==> src/rtl/esu8_pkg.sv <==
package esu8_pkg;

  // escape mode of the front end
  typedef enum logic [1:0] {
    MODE_NONE,
    MODE_BSL,
    MODE_OCT,
    MODE_HEX
  } mode_e;

  // kind of work handed from front to back
  typedef enum logic [1:0] {
    CMD_BYTE,
    CMD_END,
    CMD_CODE
  } cmd_kind_e;

  // one queued command
  typedef struct packed {
    cmd_kind_e   kind;
    logic [31:0] code;
    logic [7:0]  data;
    logic        tail;
  } cmd_t;

  // character codes
  localparam logic [7:0] CharNul   = 8'h00;
  localparam logic [7:0] CharZero  = 8'h30;
  localparam logic [7:0] CharSeven = 8'h37;
  localparam logic [7:0] CharNine  = 8'h39;
  localparam logic [7:0] CharLowA  = 8'h61;
  localparam logic [7:0] CharLowF  = 8'h66;
  localparam logic [7:0] CharUpA   = 8'h41;
  localparam logic [7:0] CharUpF   = 8'h46;
  localparam logic [7:0] CharU     = 8'h75;
  localparam logic [7:0] CharDot   = 8'h2E;
  localparam logic [7:0] CharBsl   = 8'h5C;
  localparam logic [7:0] CharQuote = 8'h22;

  // hex letter digit offset
  localparam logic [3:0] HexLetterOfs = 4'd9;

endpackage

==> src/rtl/esu8_front.sv <==
module esu8_front (
  input  logic              clk_i,
  input  logic              rst_ni,
  input  logic              in_valid_i,
  output logic              in_ready_o,
  input  logic [7:0]        in_byte_i,
  output logic              cmd_valid_o,
  output esu8_pkg::cmd_t    cmd_o,
  input  logic              cmd_ready_i
);
  import esu8_pkg::*;

  mode_e       mode_q, mode_d;
  logic [31:0] acc_q, acc_d;
  logic        fire;
  logic        is_term, is_oct, is_dec, is_hexa;
  logic [3:0]  hex_digit;

  assign in_ready_o = cmd_ready_i;
  assign fire       = in_valid_i & cmd_ready_i;

  // byte classification
  assign is_term   = (in_byte_i == CharNul);
  assign is_oct    = (in_byte_i >= CharZero) && (in_byte_i <= CharSeven);
  assign is_dec    = (in_byte_i >= CharZero) && (in_byte_i <= CharNine);
  assign is_hexa   = ((in_byte_i >= CharLowA) && (in_byte_i <= CharLowF)) ||
                     ((in_byte_i >= CharUpA) && (in_byte_i <= CharUpF));
  assign hex_digit = is_dec ? in_byte_i[3:0] : in_byte_i[3:0] + HexLetterOfs;

  // next escape mode
  always_comb begin
    mode_d = mode_q;
    if (fire) begin
      if (is_term) begin
        mode_d = MODE_NONE;
      end else begin
        case (mode_q)
          MODE_OCT: if (!is_oct) mode_d = MODE_NONE;
          MODE_HEX: if (!(is_dec || is_hexa)) mode_d = MODE_NONE;
          MODE_BSL: begin
            if (in_byte_i == CharZero)   mode_d = MODE_OCT;
            else if (in_byte_i == CharU) mode_d = MODE_HEX;
            else                         mode_d = MODE_NONE;
          end
          default: if (in_byte_i == CharBsl) mode_d = MODE_BSL;
        endcase
      end
    end
  end

  // code accumulator and command output
  always_comb begin
    acc_d       = acc_q;
    cmd_valid_o = 1'b0;
    cmd_o.kind  = CMD_BYTE;
    cmd_o.code  = acc_q;
    cmd_o.data  = in_byte_i;
    cmd_o.tail  = (in_byte_i != CharDot);
    if (is_term) begin
      cmd_valid_o = in_valid_i;
      cmd_o.kind  = CMD_END;
      acc_d       = fire ? 32'd0 : acc_q;
    end else begin
      case (mode_q)
        MODE_OCT: begin
          if (is_oct) begin
            if (fire) acc_d = {acc_q[28:0], in_byte_i[2:0]};
          end else begin
            cmd_valid_o = in_valid_i;
            cmd_o.kind  = CMD_CODE;
          end
        end
        MODE_HEX: begin
          if (is_dec || is_hexa) begin
            if (fire) acc_d = {acc_q[27:0], hex_digit};
          end else begin
            cmd_valid_o = in_valid_i;
            cmd_o.kind  = CMD_CODE;
          end
        end
        MODE_BSL: begin
          if (fire) acc_d = 32'd0;
          cmd_valid_o = in_valid_i && (in_byte_i != CharZero) && (in_byte_i != CharU);
        end
        default: begin
          cmd_valid_o = in_valid_i && (in_byte_i != CharBsl) && (in_byte_i != CharQuote);
        end
      endcase
    end
  end

  // state registers
  always_ff @(posedge clk_i or negedge rst_ni) begin
    if (!rst_ni) begin
      mode_q <= MODE_NONE;
      acc_q  <= 32'd0;
    end else begin
      mode_q <= mode_d;
      acc_q  <= acc_d;
    end
  end

endmodule

==> src/rtl/esu8_cmdq.sv <==
module esu8_cmdq #(
  parameter int unsigned Depth = 4
) (
  input  logic              clk_i,
  input  logic              rst_ni,
  input  logic              push_valid_i,
  output logic              push_ready_o,
  input  esu8_pkg::cmd_t    push_cmd_i,
  output logic              head_valid_o,
  output esu8_pkg::cmd_t    head_cmd_o,
  input  logic              pop_i
);
  import esu8_pkg::*;

  localparam int unsigned PtrW = (Depth > 1) ? $clog2(Depth) : 1;
  localparam int unsigned CntW = $clog2(Depth + 1);
  localparam logic [PtrW-1:0] LastPtr = PtrW'(Depth - 1);
  localparam logic [CntW-1:0] FullCnt = CntW'(Depth);

  cmd_t            slots_q [Depth];
  logic [PtrW-1:0] wr_ptr_q, wr_ptr_d, rd_ptr_q, rd_ptr_d;
  logic [CntW-1:0] cnt_q, cnt_d;
  logic            do_push, do_pop;

  assign push_ready_o = (cnt_q != FullCnt);
  assign head_valid_o = (cnt_q != '0);
  assign head_cmd_o   = slots_q[rd_ptr_q];
  assign do_push      = push_valid_i & push_ready_o;
  assign do_pop       = pop_i & head_valid_o;

  // pointer and fill count update
  always_comb begin
    wr_ptr_d = wr_ptr_q;
    rd_ptr_d = rd_ptr_q;
    cnt_d    = cnt_q;
    if (do_push) wr_ptr_d = (wr_ptr_q == LastPtr) ? '0 : wr_ptr_q + 1'b1;
    if (do_pop)  rd_ptr_d = (rd_ptr_q == LastPtr) ? '0 : rd_ptr_q + 1'b1;
    if (do_push && !do_pop)      cnt_d = cnt_q + 1'b1;
    else if (do_pop && !do_push) cnt_d = cnt_q - 1'b1;
  end

  always_ff @(posedge clk_i or negedge rst_ni) begin
    if (!rst_ni) begin
      wr_ptr_q <= '0;
      rd_ptr_q <= '0;
      cnt_q    <= '0;
    end else begin
      wr_ptr_q <= wr_ptr_d;
      rd_ptr_q <= rd_ptr_d;
      cnt_q    <= cnt_d;
    end
  end

  // slot storage
  always_ff @(posedge clk_i) begin
    if (do_push) slots_q[wr_ptr_q] <= push_cmd_i;
  end

endmodule

==> src/rtl/esu8_back.sv <==
module esu8_back (
  input  logic              clk_i,
  input  logic              rst_ni,
  input  logic              cmd_valid_i,
  input  esu8_pkg::cmd_t    cmd_i,
  output logic              cmd_pop_o,
  output logic              empty_o,
  input  logic              pop_i,
  output logic [7:0]        out_byte_o,
  output logic              run_last_o,
  output logic              string_end_o,
  output logic              code_error_o
);
  import esu8_pkg::*;

  logic [2:0]  idx_q, idx_d;
  logic        out_valid_q, out_valid_d;
  logic [7:0]  out_byte_q;
  logic        out_last_q, out_end_q, out_err_q;

  logic        cp_zero, cp_err;
  logic [2:0]  enc_n, total, lvl;
  logic [7:0]  lead;
  logic [4:0]  sh;
  logic [31:0] shifted;
  logic [7:0]  enc_byte;

  logic [7:0]  beat_byte;
  logic        beat_last, beat_end, beat_err, beat_go;

  // utf-8 length and lead byte of the code point
  always_comb begin
    cp_zero = (cmd_i.code == 32'd0);
    cp_err  = cmd_i.code[31];
    enc_n   = 3'd1;
    lead    = 8'h00;
    if (cp_zero) begin
      enc_n = 3'd2;
    end else if (cp_err || cmd_i.code < 32'h80) begin
      enc_n = 3'd1;
    end else if (cmd_i.code < 32'h800) begin
      enc_n = 3'd2; lead = 8'hC0;
    end else if (cmd_i.code < 32'h1_0000) begin
      enc_n = 3'd3; lead = 8'hE0;
    end else if (cmd_i.code < 32'h20_0000) begin
      enc_n = 3'd4; lead = 8'hF0;
    end else if (cmd_i.code < 32'h400_0000) begin
      enc_n = 3'd5; lead = 8'hF8;
    end else begin
      enc_n = 3'd6; lead = 8'hFC;
    end
  end

  // encoded byte at the current beat index
  assign total   = enc_n + {2'b00, cmd_i.tail};
  assign lvl     = enc_n - 3'd1 - idx_q;
  assign sh      = 5'({2'b00, lvl} * 5'd6);
  assign shifted = cmd_i.code >> sh;

  always_comb begin
    if (cp_zero)          enc_byte = (idx_q == 3'd0) ? 8'hC0 : 8'h80;
    else if (cp_err)      enc_byte = 8'h00;
    else if (idx_q == 3'd0) enc_byte = lead | shifted[7:0];
    else                  enc_byte = 8'h80 | {2'b00, shifted[5:0]};
  end

  // beat selection per command kind
  always_comb begin
    beat_byte = cmd_i.data;
    beat_last = 1'b1;
    beat_end  = 1'b0;
    beat_err  = 1'b0;
    case (cmd_i.kind)
      CMD_END: begin
        beat_byte = 8'h00;
        beat_end  = 1'b1;
      end
      CMD_CODE: begin
        beat_last = (idx_q == total - 3'd1);
        if (idx_q < enc_n) begin
          beat_byte = enc_byte;
          beat_err  = cp_err;
        end
      end
      default: begin
        beat_byte = cmd_i.data;
      end
    endcase
  end

  // sequencing of beats and output register load
  assign beat_go   = cmd_valid_i & (!out_valid_q | pop_i);
  assign cmd_pop_o = beat_go & beat_last;
  assign idx_d     = beat_go ? (beat_last ? 3'd0 : idx_q + 3'd1) : idx_q;

  always_comb begin
    out_valid_d = out_valid_q;
    if (beat_go)    out_valid_d = 1'b1;
    else if (pop_i) out_valid_d = 1'b0;
  end

  always_ff @(posedge clk_i or negedge rst_ni) begin
    if (!rst_ni) begin
      idx_q       <= 3'd0;
      out_valid_q <= 1'b0;
    end else begin
      idx_q       <= idx_d;
      out_valid_q <= out_valid_d;
    end
  end

  // output payload
  always_ff @(posedge clk_i) begin
    if (beat_go) begin
      out_byte_q <= beat_byte;
      out_last_q <= beat_last;
      out_end_q  <= beat_end;
      out_err_q  <= beat_err;
    end
  end

  assign empty_o      = !out_valid_q;
  assign out_byte_o   = out_byte_q;
  assign run_last_o   = out_last_q;
  assign string_end_o = out_end_q;
  assign code_error_o = out_err_q;

endmodule

==> src/rtl/escaped_string_to_utf8.sv <==
// escaped string decoder with utf-8 output
//
// input channel: one string byte per beat on in_byte_i, taken when push is
// high and full is low. a zero byte ends the string.
// result channel: decoded bytes leave on out_byte_o with run_last_o,
// string_end_o and code_error_o while empty is low; a beat is taken when
// pop is high. run_last_o marks the last result beat of one input byte.
// a byte's command is queued before its first result beat is registered.
// throughput: one input byte per cycle and one result beat per cycle while
// pop is high. a byte that ends a numeric escape makes up to seven result
// beats, issued one per cycle by the back-end sequencer; the command queue
// between the front end and the sequencer (QueueDepth entries) absorbs the
// burst while input keeps flowing until the queue fills and full rises.
// reset: escape mode none, code accumulator zero, queue and output empty.
// receiver stall: the output register holds its beat, the sequencer waits,
// the queue fills and full rises; nothing is lost or repeated.
module escaped_string_to_utf8 #(
  parameter int unsigned QueueDepth = 4
) (
  input  logic       clk_i,
  input  logic       rst_ni,
  input  logic       push,
  output logic       full,
  input  logic [7:0] in_byte_i,
  output logic       empty,
  input  logic       pop,
  output logic [7:0] out_byte_o,
  output logic       run_last_o,
  output logic       string_end_o,
  output logic       code_error_o
);
  import esu8_pkg::*;

  logic in_ready;
  logic fc_valid, fc_ready;
  cmd_t fc_cmd;
  logic hd_valid, hd_pop;
  cmd_t hd_cmd;

  assign full = !in_ready;

  // front end: escape tracking and classification
  esu8_front u_front (
    .clk_i       (clk_i),
    .rst_ni      (rst_ni),
    .in_valid_i  (push),
    .in_ready_o  (in_ready),
    .in_byte_i   (in_byte_i),
    .cmd_valid_o (fc_valid),
    .cmd_o       (fc_cmd),
    .cmd_ready_i (fc_ready)
  );

  // command queue
  esu8_cmdq #(
    .Depth (QueueDepth)
  ) u_cmdq (
    .clk_i        (clk_i),
    .rst_ni       (rst_ni),
    .push_valid_i (fc_valid),
    .push_ready_o (fc_ready),
    .push_cmd_i   (fc_cmd),
    .head_valid_o (hd_valid),
    .head_cmd_o   (hd_cmd),
    .pop_i        (hd_pop)
  );

  // back end: beat sequencer and output register
  esu8_back u_back (
    .clk_i        (clk_i),
    .rst_ni       (rst_ni),
    .cmd_valid_i  (hd_valid),
    .cmd_i        (hd_cmd),
    .cmd_pop_o    (hd_pop),
    .empty_o      (empty),
    .pop_i        (pop),
    .out_byte_o   (out_byte_o),
    .run_last_o   (run_last_o),
    .string_end_o (string_end_o),
    .code_error_o (code_error_o)
  );

endmodule
==> config.mk <==
export PLATFORM = sky130hd
export DESIGN_NAME = escaped_string_to_utf8
export DESIGN_NICKNAME = d
export VERILOG_FILES = /design/src/rtl/esu8_pkg.sv /design/src/rtl/esu8_front.sv /design/src/rtl/esu8_cmdq.sv /design/src/rtl/esu8_back.sv /design/src/rtl/escaped_string_to_utf8.sv
export SDC_FILE = /design/constraint.sdc
export NUM_CORES = 1
export LEC_CHECK = 0
export BUFFER_PORTS_ARGS = -buffer_cell sky130_fd_sc_hd__buf_2
export CORE_MARGIN = 2
export CORE_UTILIZATION = 65
export CTS_CLUSTER_DIAMETER = 60
export DETAILED_ROUTE_END_ITERATION = 6
export PLACE_DENSITY_LB_ADDON = 0.2
export SYNTH_ARGS = -nofsm -noshare
export SYNTH_HDL_FRONTEND = slang
export SYNTH_SLANG_ARGS = --single-unit
==> constraint.sdc <==
create_clock -name clk_i -period 10.98 [get_ports clk_i]
set_input_delay 0.549 -clock clk_i [delete_from_list [all_inputs] [get_ports clk_i]]
set_output_delay 0.549 -clock clk_i [all_outputs]
set_load 0.02 [all_outputs]
Yosys cells after proc, flatten, opt, wreduce, memory -nomap -nowiden
Memories as Yosys holds them, arrays and structs flattened.
Index checks and enable logic that the tools add are counted.
{"block": "op_classes", "addsub": 10, "multipliers": 1, "magnitude_cmp": 13, "n_eq_ne": 23, "shifts": 1, "n_mux": 52, "bitwise": 7, "reduce_logical": 28}
{"cell": "two-way mux 32 bit", "n": 6}
{"cell": "one-hot mux 32 bit (3 select lines)", "n": 1}
{"cell": "two-way mux 8 bit", "n": 9}
{"cell": "zero test 32 bit", "n": 1}
{"cell": "less-than comparator 32 x 12 -> 1 bit, second input constant", "n": 1}
{"cell": "less-than comparator 32 x 17 -> 1 bit, second input constant", "n": 1}
{"cell": "less-than comparator 32 x 22 -> 1 bit, second input constant", "n": 1}
{"cell": "less-than comparator 32 x 27 -> 1 bit, second input constant", "n": 1}
{"cell": "less-than comparator 32 x 8 -> 1 bit, second input constant", "n": 1}
{"cell": ">> shifter 32 x 5 -> 8 bit", "n": 1}
{"cell": "two-way mux 3 bit", "n": 9}
{"cell": "two-way mux 2 bit", "n": 12}
{"cell": "!= test 8 x 6 -> 1 bit, second input constant", "n": 3}
{"cell": "equality test 8 x 7 -> 1 bit, second input constant", "n": 2}
{"cell": "greater-or-equal comparator 8 x 7 -> 1 bit, second input constant", "n": 2}
{"cell": "<= comparator 8 x 6 -> 1 bit, second input constant", "n": 2}
{"cell": "<= comparator 8 x 7 -> 1 bit, second input constant", "n": 2}
{"cell": "!= test 8 x 7 -> 1 bit, second input constant", "n": 2}
{"cell": "one-hot mux 8 bit (2 select lines)", "n": 1}
{"cell": "!= test 3 x 1 -> 1 bit, second input constant", "n": 4}
{"cell": "equality test 2 bit, second input constant", "n": 5}
{"cell": "logical AND 1 bit", "n": 10}
{"cell": "two-way mux 1 bit", "n": 9}
{"cell": "subtractor 3 x 1 -> 3 bit, second input constant", "n": 3}
{"cell": "other kinds (32)", "n": 46}
{"block": "totals", "regBits": 56, "ramBits": 172, "inputBits": 12, "output_inout_bits": 13, "wordCells": 147, "mem_count": 1}
{"name": "u_cmdq.slots_q", "depth": 4, "word_bits": 43, "read_ports": 1, "rd_clocked_by_memory_dff": 0, "wr": 1, "line": "esu8_cmdq.sv:20", "rtl": "cmd_t slots_q [Depth];"}

Depth between registers and ports, before layout
An unclocked memory read counts as a cell.
{"block": "depth", "word_depth": 18, "mapped_depth": 23, "mapped_depth_nobuf": 21}

Cells and area by module
A second synthesis with hierarchy kept.
{"block": "hier_totals", "hier_cells": 662, "hier_area_um2": 11011.8}
{"mod": "esu8_cmdq", "instances": 1, "cells_per_inst": 261, "area_each_um2": 6633.9, "seq_area_each_um2": 5340.1}
{"mod": "esu8_front", "instances": 1, "cells_per_inst": 202, "area_each_um2": 2304.7, "seq_area_each_um2": 850.8}
{"mod": "esu8_back", "instances": 1, "cells_per_inst": 198, "area_each_um2": 2069.5, "seq_area_each_um2": 430.4}
{"mod": "escaped_string_to_utf8", "instances": 1, "cells_per_inst": 1, "area_each_um2": 3.8, "seq_area_each_um2": 0.0}

Least setup slack after synthesis
No wires, ideal clock.
{"block": "synth_timing", "path_type": "reg-to-reg", "start": "register u_cmdq.rd_ptr_q[0]", "end": "register u_back.out_byte_q[0] (netlist: u_back.out_byte_o[0]), data pin", "setup_ns": 0.276, "arrival_time_ns": 4.916, "t_required_ns": 10.704, "path_slack_ns": 5.788, "path_stages_with_launch": 18, "n_path_buf": 3, "synth_period_minus_slack_ns": 5.192, "cell_sequence": "dfrtp_1 > buf_6 > buf_12 > mux4_1 > nor4_2 > and4_4 > and3b_4 > and3_4 > nor2_1 > ha_1 > fa_1 > ha_1 > fa_1 > buf_1 > mux4_2 > mux4_2 > inv_1 > o22ai_1"}
{"block": "synth_between", "elab_chain_cells": 18, "elab_cells_between_ends": 32, "cone_classes": "2 x add/sub; 1 x mul; 6 x order compare; 2 x eq/ne; 1 x shift; 16 x mux; 1 x bitwise; 2 x reduce/logical; 1 x memory"}
{"item": "from (decl)", "line": "esu8_cmdq.sv:21", "rtl": "logic [PtrW-1:0] wr_ptr_q, wr_ptr_d, rd_ptr_q, rd_ptr_d;"}
{"item": "from (signal assigned)", "line": "esu8_cmdq.sv:49", "rtl": "rd_ptr_q <= rd_ptr_d;"}
{"item": "memory read (4 x 43 bit) *"}
{"item": "less-than comparator 32 x 27 -> 1 bit", "line": "esu8_back.sv:47", "rtl": "end else if (cmd_i.code < 32'h400_0000) begin"}
{"item": "two-way mux 2 bit", "line": "esu8_back.sv:47"}
{"item": "two-way mux 3 bit", "line": "esu8_back.sv:45", "rtl": "end else if (cmd_i.code < 32'h20_0000) begin"}
{"item": "two-way mux 3 bit", "line": "esu8_back.sv:43", "rtl": "end else if (cmd_i.code < 32'h1_0000) begin"}
{"item": "two-way mux 3 bit", "line": "esu8_back.sv:41", "rtl": "end else if (cmd_i.code < 32'h800) begin"}
{"item": "two-way mux 3 bit", "line": "esu8_back.sv:39", "rtl": "end else if (cp_err || cmd_i.code < 32'h80) begin"}
{"item": "two-way mux 3 bit", "line": "esu8_back.sv:37", "rtl": "if (cp_zero) begin"}
{"item": "(+3 left out)"}
{"item": ">> shifter 32 x 5 -> 8 bit", "line": "esu8_back.sv:58", "rtl": "assign shifted = cmd_i.code >> sh;"}
{"item": "OR 8 bit", "line": "esu8_back.sv:63", "rtl": "else if (idx_q == 3'd0) enc_byte = lead | shifted[7:0];"}
{"item": "two-way mux 8 bit", "line": "esu8_back.sv:63"}
{"item": "two-way mux 8 bit", "line": "esu8_back.sv:62", "rtl": "else if (cp_err) enc_byte = 8'h00;"}
{"item": "two-way mux 8 bit", "line": "esu8_back.sv:61", "rtl": "if (cp_zero) enc_byte = (idx_q == 3'd0) ? 8'hC0 : 8'h80;"}
{"item": "two-way mux 8 bit", "line": "esu8_back.sv:80", "rtl": "if (idx_q < enc_n) begin"}
{"item": "one-hot mux 8 bit (2 select lines) *", "line": "esu8_back.sv:73", "rtl": "case (cmd_i.kind)"}
{"item": "via u_back.beat_byte[0]", "line": "esu8_back.sv:28", "rtl": "logic [7:0] beat_byte;"}
{"item": "to (signal assigned)", "line": "esu8_back.sv:115", "rtl": "out_byte_q <= beat_byte;"}
{"item": "to (decl)", "line": "esu8_back.sv:18", "rtl": "logic [7:0] out_byte_q;"}
Mark *: on every way through the listed nets, which the timed path passes. The rest lies on a longest branch.
A chain may end at the register's enable or synchronous reset.

Worst setup path after layout
{"block": "layout_timing", "start": "register u_cmdq.rd_ptr_q[0]", "end": "register u_back.out_byte_q[2] (netlist: u_back.out_byte_o[2]), data pin"}
Same word-level chain as after synthesis.

==> metrics <==
result of the run=complete, no violations; global-route wire length before repair=35,400 um; DRC=0; overall die width=131 um; IO buf count=24; Layout Skew=0.0203 ns; via count of the first global-routing pass=6,274; share of cells above drive strength 1=19.1%; maximum number of pins on one net before global-route repair=46; cell-by-cell trace of the critical path=buf_4 > mux4_1 > nor4_1 > and4b_1 > and3b_4 > and3_4 > nor2_1 > ha_1 > fa_1 > ha_1 > clkinv_1 > mux2_2 > nor2_1 > a31oi_1 > mux4_2 > nor2_1 > o22ai_1; Via density=6.63; number of inserted diodes=0; count of nets left with antenna violations after detail routing=0; fraction of post-synthesis cell area in the top cell type by area=52.1%; most numerous cell types in the synthesized netlist=sky130_fd_sc_hd__edfxtp_1, sky130_fd_sc_hd__nand2_1, sky130_fd_sc_hd__dfrtp_1; type of destination of the critical path=flip-flop; transition time of the tightest slew-check pin=1.26 ns; RSZ-0062 raised after global routing=no; summed negative setup slack over all endpoints=0 ns; post-synthesis instance area=10,600 um2; die height=131 um; number of buffers added to fix hold violations after cts=0; share of the clock period used by the worst path=64.5%; number of enable flip-flop cells after synthesis=183; Post-Syn Instances=682; cell with the most instances after synthesis=sky130_fd_sc_hd__edfxtp_1; gr usage total=26.6%; sequential element share of the synthesized area=62.7%; family with the most delay on the worst path=multiplexers; biggest cell delay along the critical path=1.05 ns; placed cell area=10,800 um2; cts bufs inserted=23; # Post-CTS Setup Buffers=0; fin. max-slew vios=0; worst-path cell with the longest stage delay=sky130_fd_sc_hd__dfrtp_2; initial antenna violation count=0; average instance area after synthesis=15.5 um2; buffer depth of the longest clock path=3; max frequency=0.141 GHz; arrival time at the worst endpoint=7.32 ns; H-tree levels=1; number of storage elements in the synthesis netlist=228; final hold violation count=0; Initial Utilization=66.4%; final net count=743; final routed wire length divided by cell count=23.6 um; Hold Path Class=input port to asynchronous set/reset pin; sum of net half-perimeters after detailed placement=14,300 um; worst path buffer plus inverter count=2; post-route standard cell area excluding fillers=11,500 um2; master cell of the clock root buffer=sky130_fd_sc_hd__clkbuf_16; number of DRC markers in iteration 0=691; synthesis-to-finish area growth=9.43%; leading post-synthesis cells by cell area=sky130_fd_sc_hd__edfxtp_1, sky130_fd_sc_hd__dfrtp_1, sky130_fd_sc_hd__mux4_2; share of synthesized flip-flops with an asynchronous set or reset=19.7%; worst setup margin=3.90 ns; internal reg-to-reg setup slack=3.90 ns; ys flop type=sky130_fd_sc_hd__edfxtp_1; number of distinct library cells after synthesis=69; required time reported for the critical path endpoint=11.22 ns; IO Pins=25; grt total ovfl=0; clock tree from TritonCTS=yes; largest area contributor in the netlist=sky130_fd_sc_hd__edfxtp_1; syn nets=718; clock latency reported for the late side of the worst-skew pair=0.53 ns; count of endpoints failing setup in the final report=0; post-route minimum period=7.08 ns; maximum fanout along the worst path=32; weighted congestion at the end of routability-driven global placement=0.949; critical path type=flip-flop to flip-flop; clock sink count=228; clock edge transition at the registers on the reported setup and hold paths=0.06 ns; worst relative slew slack=15.7%; CP startpoint kind=flip-flop; Cell Rows=46; count of yosys warnings during synthesis=0; Top cell by count, worst path=sky130_fd_sc_hd__nor2_1; area inside the core boundary=15,900 um2; DP Worst Slack=3.96 ns; overall die area=17,300 um2; drt first pass iters=7; number of vias after detailed routing=6,230; count of instances resized after the clock tree is built=0; max-cap check violation count=0; total routed wirelength=22,200 um
[worst paths after layout]
kind,cells past startpoint,from,endpoint
setup / recovery,17,u_cmdq.rd_ptr_q[0]$_DFFE_PN0P_,u_back.out_byte_o[2]$_DFFE_PP_
max in group asynchronous,2,rst_ni,u_cmdq.rd_ptr_q[0]$_DFFE_PN0P_
hold reg to reg,1,u_cmdq.cnt_q[2]$_DFFE_PN0P_,u_cmdq.cnt_q[2]$_DFFE_PN0P_
hold / removal,2,rst_ni,u_front.acc_q[27]$_DFFE_PN0P_
min in group clk_i,2,pop,u_back.out_valid_q$_DFFE_PN0P_
setup reg to reg,17,u_cmdq.rd_ptr_q[0]$_DFFE_PN0P_,u_back.out_byte_o[2]$_DFFE_PP_
[layout by cell type, fill, tap and decap left out, drive strengths merged, types with 23 or more instances in the layout]
cell type	netlist	final
inv	30	31
a221o	23	23
mux4	56	56
buf	15	35
o21ai	25	25
nand2	54	54
nor2	26	26
clkbuf	20	35
dfrtp	45	45
edfxtp	183	183
and2	31	31
[state kept, by name, summed over array words and instances (netlist names)]
| name | cells |
|---|---|
| u_cmdq.wr_ptr_q | 2 |
| u_back.out_byte_o | 8 |
| u_front.mode_q | 2 |
| u_back.string_end_o | 1 |
| u_back.idx_q | 3 |
| u_back.out_valid_q | 1 |
| u_front.acc_q | 32 |
| u_cmdq.rd_ptr_q | 2 |
| u_cmdq.slots_q | 172 |
| u_back.code_error_o | 1 |
| u_back.run_last_o | 1 |
| u_cmdq.cnt_q | 3 |
[per-stage QoR]
| stage | instances | hold WS, ns | util [%] |
|---|---|---|---|
| finish | 940 | 0.126 | 72.7 |
| global route | 940 | 0.184 | 72.7 |
| detailed placement | 898 | 0.472 | 68.2 |
| CTS | 940 | 0.160 | 72.7 |
| global placement | 898 | 0.470 | 68.2 |
| floorplan | 682 | 0.253 | - |
[cell families after synthesis]
group | Yosys count | synth area share [%]
compound gates | 114 | 7.58
xor+xnor | 11 | 0.913
fa+ha+maj | 24 | 3.06
buf+inv | 66 | 3.06
flops | 228 | 62.7
mux | 76 | 14.5
simple gates | 163 | 8.18
[routing by layer]
metal  GRT usage, %  vias up  wire length [um]
met2           41.7      270             10600
met1           40.0     3188              9460
li1               -     2728                 -
met3           4.71       44              1700
met4           6.34        0               457
met5              0        -                 0
[final cells by class]
class | instances | area, um2
repair buffers | 35 | 203
clock inverters | 7 | 81.3
well taps | 216 | 270
flip-flops and latches | 228 | 6620
multi-input cells | 388 | 3620
fillers | 1054 | 4340
inverters | 31 | 116
clock buffers | 35 | 631
Power is not shown: default switching activity piles up to over one toggle a cycle in this logic, so the estimate is an artifact.
